## src/rtl/vds_pkg.sv

```systemverilog
// Shared types, widths and codes for the vector distance scanner.
// Used by every module of the block apart from the generic RAM.
package vds_pkg;

  // Field widths of the stream words.
  localparam int unsigned ELEM_W = 16;
  localparam int unsigned IDX_W  = 10;
  localparam int unsigned DIM_W  = 11;
  localparam int unsigned ROW_W  = 32;
  localparam int unsigned DIST_W = 48;

  // One squared 17-bit difference is the widest term.
  localparam int unsigned TERM_W = 2 * ELEM_W + 2;

  // Default query store depth.
  localparam int unsigned MAX_DIM_DEF = 1024;

  // Result queue depth; it also bounds the number of words in flight.
  localparam int unsigned OFIFO_DEPTH = 4;

  // Configuration port.
  localparam int unsigned CFG_AW = 1;
  localparam int unsigned CFG_DW = DIM_W;
  localparam logic [CFG_AW-1:0] REG_METRIC    = 1'b0;
  localparam logic [CFG_AW-1:0] REG_DIMENSION = 1'b1;

  // Metric codes.
  localparam logic METRIC_L2 = 1'b0;
  localparam logic METRIC_IP = 1'b1;

  // Input word kinds.
  localparam logic CMD_QUERY = 1'b0;
  localparam logic CMD_BASE  = 1'b1;

  localparam logic [DIM_W-1:0] DIM_RESET = 11'd128;

  // Saturation bounds of the distance field.
  localparam logic [DIST_W-1:0] DIST_MAX = {1'b0, {(DIST_W-1){1'b1}}};
  localparam logic [DIST_W-1:0] DIST_MIN = {1'b1, {(DIST_W-1){1'b0}}};

  // Control and data of one word moving down the pipeline.
  typedef struct packed {
    logic              valid;
    logic              clr;     // query load: clears the accumulator
    logic              last;    // closes a row
    logic              metric;
    logic [ROW_W-1:0]  row;
    logic [ELEM_W-1:0] value;
  } stage_t;

  // One finished row.
  typedef struct packed {
    logic              valid;
    logic [DIST_W-1:0] distance;
    logic [ROW_W-1:0]  row;
  } result_t;

endpackage

```

## src/rtl/vds_ctrl.sv

```systemverilog
// Front end of the scanner: element position and row counters, query store
// addressing, and the first pipeline register. Depends on vds_pkg.
module vds_ctrl #(
  parameter int unsigned MAX_DIM = vds_pkg::MAX_DIM_DEF
) (
  input  logic                       clk_i,
  input  logic                       rst_ni,
  input  logic                       accept_i,
  input  logic                       cmd_i,
  input  logic [vds_pkg::IDX_W-1:0]  idx_i,
  input  logic [vds_pkg::ELEM_W-1:0] value_i,
  input  logic                       metric_i,
  input  logic [vds_pkg::DIM_W-1:0]  dimension_i,
  output logic                       ram_we_o,
  output logic [$clog2(MAX_DIM)-1:0] ram_waddr_o,
  output logic [vds_pkg::ELEM_W-1:0] ram_wdata_o,
  output logic                       ram_re_o,
  output logic [$clog2(MAX_DIM)-1:0] ram_raddr_o,
  output vds_pkg::stage_t            stage_o
);
  import vds_pkg::*;

  localparam int unsigned AW    = $clog2(MAX_DIM);
  localparam int unsigned POS_W = $clog2(MAX_DIM + 1);

  logic [POS_W-1:0] pos_q, pos_d, pos_next, eff_dim;
  logic [ROW_W-1:0] row_q, row_d;
  stage_t           stage_q, stage_d;
  logic             last;
  logic             idx_ok;

  // Dimension in force: zero acts as one, and it never exceeds the store.
  always_comb begin
    if (dimension_i == '0) begin
      eff_dim = POS_W'(1);
    end else if (32'(dimension_i) > MAX_DIM) begin
      eff_dim = POS_W'(MAX_DIM);
    end else begin
      eff_dim = POS_W'(dimension_i);
    end
  end

  assign pos_next = pos_q + POS_W'(1);
  assign last     = (pos_next >= eff_dim);
  assign idx_ok   = (32'(idx_i) < MAX_DIM);

  // Counter update and the word handed to the arithmetic stages.
  always_comb begin
    pos_d          = pos_q;
    row_d          = row_q;
    stage_d.valid  = accept_i;
    stage_d.clr    = (cmd_i == CMD_QUERY);
    stage_d.last   = last;
    stage_d.metric = metric_i;
    stage_d.row    = row_q;
    stage_d.value  = value_i;
    if (accept_i) begin
      if (cmd_i == CMD_QUERY) begin
        pos_d = '0;
        row_d = '0;
      end else if (last) begin
        pos_d = '0;
        row_d = row_q + ROW_W'(1);
      end else begin
        pos_d = pos_next;
      end
    end
  end

  always_ff @(posedge clk_i or negedge rst_ni) begin
    if (!rst_ni) begin
      pos_q   <= '0;
      row_q   <= '0;
      stage_q <= '0;
    end else begin
      pos_q   <= pos_d;
      row_q   <= row_d;
      stage_q <= stage_d;
    end
  end

  // Query loads write the store; base words read the entry at the position.
  assign ram_we_o    = accept_i && (cmd_i == CMD_QUERY) && idx_ok;
  assign ram_waddr_o = AW'(idx_i);
  assign ram_wdata_o = value_i;
  assign ram_re_o    = accept_i && (cmd_i == CMD_BASE);
  assign ram_raddr_o = pos_q[AW-1:0];
  assign stage_o     = stage_q;

  // A query load restarts the row and element counts.
  assert property (@(posedge clk_i) disable iff (!rst_ni)
    (accept_i && (cmd_i == CMD_QUERY)) |=> (pos_q == '0) && (row_q == '0))
    else $error("counters not cleared after query load");

  // The position always addresses a store entry.
  assert property (@(posedge clk_i) disable iff (!rst_ni)
    32'(pos_q) < MAX_DIM)
    else $error("element position beyond query store");

  // A finished row advances the row count by one.
  assert property (@(posedge clk_i) disable iff (!rst_ni)
    (accept_i && (cmd_i == CMD_BASE) && last) |=>
      (row_q == $past(row_q) + ROW_W'(1)) && (pos_q == '0))
    else $error("row count did not advance at row end");

endmodule

```

## config.mk

```make
export PLATFORM = sky130hd
export DESIGN_NAME = vds_ctrl
export DESIGN_NICKNAME = d
export VERILOG_FILES = /design/src/rtl/vds_pkg.sv /design/src/rtl/vds_ctrl.sv
export SDC_FILE = /design/constraint.sdc
export NUM_CORES = 1
export LEC_CHECK = 0
export BUFFER_PORTS_ARGS = -buffer_cell sky130_fd_sc_hd__buf_2
export CORE_MARGIN = 10
export CORE_UTILIZATION = 51
export DETAILED_ROUTE_END_ITERATION = 10
export GPL_ROUTABILITY_DRIVEN = 0
export PLACE_DENSITY = 0.85
export SKIP_CTS_REPAIR_TIMING = 1
export SYNTH_ARGS = -nofsm -noshare
export SYNTH_HDL_FRONTEND = slang
export SYNTH_SLANG_ARGS = --single-unit
```

## constraint.sdc

```tcl
create_clock -name clk_i -period 3.47 [get_ports clk_i]
set_input_delay 0.1735 -clock clk_i [delete_from_list [all_inputs] [get_ports clk_i]]
set_output_delay 0.1735 -clock clk_i [all_outputs]
set_load 0.02 [all_outputs]
```

==> results_tabular.tex <==
\begin{tabular}{lr}
\hline
Metric & Value \\
\hline
\multicolumn{2}{l}{\textbf{Synthesis}} \\
Top flip-flop cell by instance count after synthesis & sky130\_fd\_sc\_hd\_\_dfrtp\_1 \\
Post-synthesis instance area & 4230 um2 \\
Post-Syn Area per Cell & between 10 and 15 um2 \\
Count of distinct cell types in the synthesized netlist & 51 \\
Flip-flop and latch count after synthesis & 95 \\
Post-synth ARST share & 100\% \\
EDFF count, synth & 0 \\
Net count after synthesis & 439 \\
Post-synthesis instance total & 384 \\
Sequential cell area fraction in the yosys report & 56.2\% \\
Count of yosys warnings during synthesis & 0 \\
\multicolumn{2}{l}{\textbf{Power}} \\
Leakage power of the design & 0.00252 uW \\
Maximum resistive drop on vdd & about 0.26 mV \\
Power Total & between 2000 and 2500 uW \\
Ratio of total power to cell area & between 400 and 500 nW/um2 \\
\multicolumn{2}{l}{\textbf{Layout}} \\
Final layout net count & $\sim$540 \\
Commonest non-fill, non-tap cells in the layout & 110 x sky130\_fd\_sc\_hd\_\_buf\_2, 94 x sky130\_fd\_sc\_hd\_\_dfrtp\_1, 49 x sky130\_fd\_sc\_hd\_\_nand2\_1 \\
Final Instance Area & 5030 um2 \\
Synthesis-to-finish area growth & 18.8\% \\
Most common cell after layout, fill and taps aside & sky130\_fd\_sc\_hd\_\_buf\_2 \\
Ratio of cells with drive above 1 in the final layout & 29.3\% \\
Antenna fix cells & 0 \\
Layout fillers & 642 \\
\multicolumn{2}{l}{\textbf{Floorplan}} \\
Die X & 111 um \\
Number of top-level design ports & 132 \\
Number of placement rows & 33 \\
CORE AREA & 8130 um2 \\
Initial standard-cell utilization of the core & between 50\% and 60\% \\
Die extent in y & $\sim$110 um \\
Area of the die & 12300 um2 \\
\multicolumn{2}{l}{\textbf{Global routing}} \\
First-pass GRT wire length & 16.0 mm \\
Total Routing Usage GR & between 15 and 20\% \\
Residual overflow from global routing & 0 \\
Largest net degree at the start of global routing & 80 \\
Number of global-route vias before repair & 3224 \\
Antenna violations before repair & 0 \\
\multicolumn{2}{l}{\textbf{Setup path}} \\
Cell breakdown of the critical path & ha\_1 -> nand3\_1 -> nor2\_4 -> nand3\_1 -> xnor2\_1 -> ha\_1 -> and4\_1 -> nand4\_1 -> a211o\_1 -> and2\_4 -> buf\_4 -> or3\_1 -> o311ai\_1 \\
CP Data Required Time & 3.73 ns \\
Critical Setup Path Class & reg -> reg \\
CP Max Fanout & 20 \\
Worst setup EP type & flop \\
Buf+Inv Stages, Crit Path & 1 \\
CP Launch Type & flop \\
CP delay by family, top & simple AND/OR/NAND/NOR gates \\
Crit-path slowest cell & sky130\_fd\_sc\_hd\_\_dfrtp\_2 \\
Arrival time of data at the critical path endpoint & about 3.6 ns \\
Highest cell delay on the worst timing path & 0.42 ns \\
\multicolumn{2}{l}{\textbf{Clock network}} \\
Clock transition at the registers of the reported paths & about 0.09 ns \\
Root buffer selected by CTS & sky130\_fd\_sc\_hd\_\_clkbuf\_8 \\
Max Root-Sink Buffers & 2 \\
Skew-Pair Late Insertion Delay & $\sim$0.36 ns \\
Clock buffer count from CTS & 9 \\
Clock H-tree levels & 3 \\
Number of clock sinks & 95 \\
TritonCTS clock tree & yes \\
\multicolumn{2}{l}{\textbf{STA}} \\
Final period utilization & 97.5\% \\
Normalized max-slew margin & around 36\% \\
Time the final worst path needs with I/O delays and setup & roughly 3.4 ns \\
Maximum achievable frequency & 0.296 GHz \\
Final setup violating endpoints & 0 \\
Slew at the pin closest to its max-slew limit & 0.953 ns \\
Hold Slack & -0.0546 ns \\
Final setup margin & 0.0872 ns \\
Final-report hold violation count & 71 \\
Accumulated negative setup slack & 0 ns \\
Number of max-slew violations in the final report & 0 \\
Post-Route Skew & 0.00991 ns \\
\multicolumn{2}{l}{\textbf{Detailed routing}} \\
Detailed-router iteration count before antenna repair & 5 \\
Total length of routed wires & roughly 10 mm \\
Per-cell via count in the routed design & $\sim$5.6 \\
Detailed-route wire length per cell & 16.9 um \\
Vias & 3298 \\
Count of antenna-violating nets left after detailed routing & 0 \\
DRC & 0 \\
Iter 0 DRT Violations & 295 \\
\multicolumn{2}{l}{\textbf{Flow run}} \\
Number of max-cap violations & 0 \\
\multicolumn{2}{l}{\textbf{Placement}} \\
Pre-CTS worst setup slack & -0.00514 ns \\
Placed inst area & 4630 um2 \\
Number of buffers inserted by port buffering & 111 \\
DP Wirelength & 6.87 mm \\
\multicolumn{2}{l}{\textbf{Outcome}} \\
Violated checks & negative hold slack \\
Result of the run & finished with violations \\
\multicolumn{2}{l}{\textbf{Worst hold path}} \\
Class of the worst hold path & in -> async \\
\hline
\end{tabular}
[routing by layer]
layer | vias to the layer above | track usage, % | wire (um)
met1 | 1568 | 18.6 | 4110
met3 | 21 | 3.95 | 848
met2 | 150 | 25.1 | 4790
met4 | 0 | 7.37 | 207
li1 | 1559 | - | -
met5 | - | 0 | 0
[Yosys cell counts (all sizes together) (2+ instances only)]
cell,n,share of area [%]
inv,6,0.53
a211o,4,0.83
and4,5,1.0
o211a,2,0.47
a32o,10,2.4
xor2,3,0.62
a2bb2oi,2,0.41
a41oi,2,0.41
nand2,49,4.3
nand2b,3,0.44
or3,4,0.71
o31ai,2,0.35
nand4,5,0.74
and3,9,1.3
a31oi,26,3.8
clkinv,2,0.18
clkbuf,5,0.44
o311ai,2,0.41
a211oi,2,0.47
nand3,21,2.6
a21oi,17,2.2
and2,2,0.35
buf,43,7.4
ha,13,3.8
nor3,4,0.74
dfrtp,95,56
nor4,5,0.89
xnor2,6,1.2
nor2,12,1.1
o21ai,12,1.4
[worst paths after layout]
check	from	to	slack, ns	depth (start not counted)
worst max-delay path	pos_q[0]$_DFFE_PN0P_	row_q[12]$_DFFE_PN0P_	0.09	13
max in group asynchronous	rst_ni	pos_q[6]$_DFFE_PN0P_	2.72	2
worst min-delay path	rst_ni	stage_o[34]$_DFF_PN0_	-0.05	1
worst min register to register	row_q[28]$_DFFE_PN0P_	stage_o[44]$_DFF_PN0_	0.43	0
min in group clk_i	cmd_i	stage_o[50]$_DFF_PN0_	0.10	2
worst max register to register	pos_q[0]$_DFFE_PN0P_	row_q[12]$_DFFE_PN0P_	0.09	13
[metrics by stage]
| stage | utilization, % | hold slack, ns | instances |
|---|---|---|---|
| 5_1_grt | 61.8 | 0.0184 | 590 |
| 3_5_place_dp | 56.9 | 0.285 | 555 |
| 2_1_floorplan | - | -0.122 | 384 |
| 4_1_cts | 59.3 | -0.0996 | 571 |
| 6_report | 61.8 | -0.0546 | 590 |
| 3_3_place_gp | 56.9 | 0.284 | 555 |
[logic make-up (layout without fill, tap and decap cells)]
family                     Yosys count  count (layout)  synth area share [%]
xor gates and xnor gates             9               9                  1.86
muxes                                1               1                 0.237
DFF                                 95              95                  56.2
buffers and inverters               56             157                  8.52
adders and majority gates           13              13                  3.84
AOI/OAI and AO/OA                   89              89                  14.8
and+or+nand+nor                    121             121                  14.6
[state kept, by name, indices dropped and copies added (netlist names)]
register and cells:
stage_o 52, pos_q 11, row_q 32
[area by class of cell]
| type | count | area, um2 | area share (%) |
|---|---|---|---|
| Sequential cell | 95 | 2380 | 47.3 |
| Multi-Input combinational cell | 233 | 1510 | 30.0 |
| Timing Repair Buffer | 133 | 781 | 15.5 |
| Tap cell | 105 | 131 | 2.61 |
| Clock buffer | 10 | 128 | 2.54 |
| Clock inverter | 6 | 68.8 | 1.37 |
| Inverter | 8 | 30.0 | 0.597 |
[power breakdown]
| part | leakage (uW) | internal, uW | total (uW) | switching [uW] |
|---|---|---|---|---|
| Clock | 0.0000968 | 337 | 719 | 382 |
| Combinational | 0.00114 | 72.0 | 202 | 130 |
| Sequential | 0.00128 | 1130 | 1140 | 15.1 |
| Total | 0.00252 | 1540 | 2060 | 527 |
Note: power is estimated with default switching activity, not from simulation.
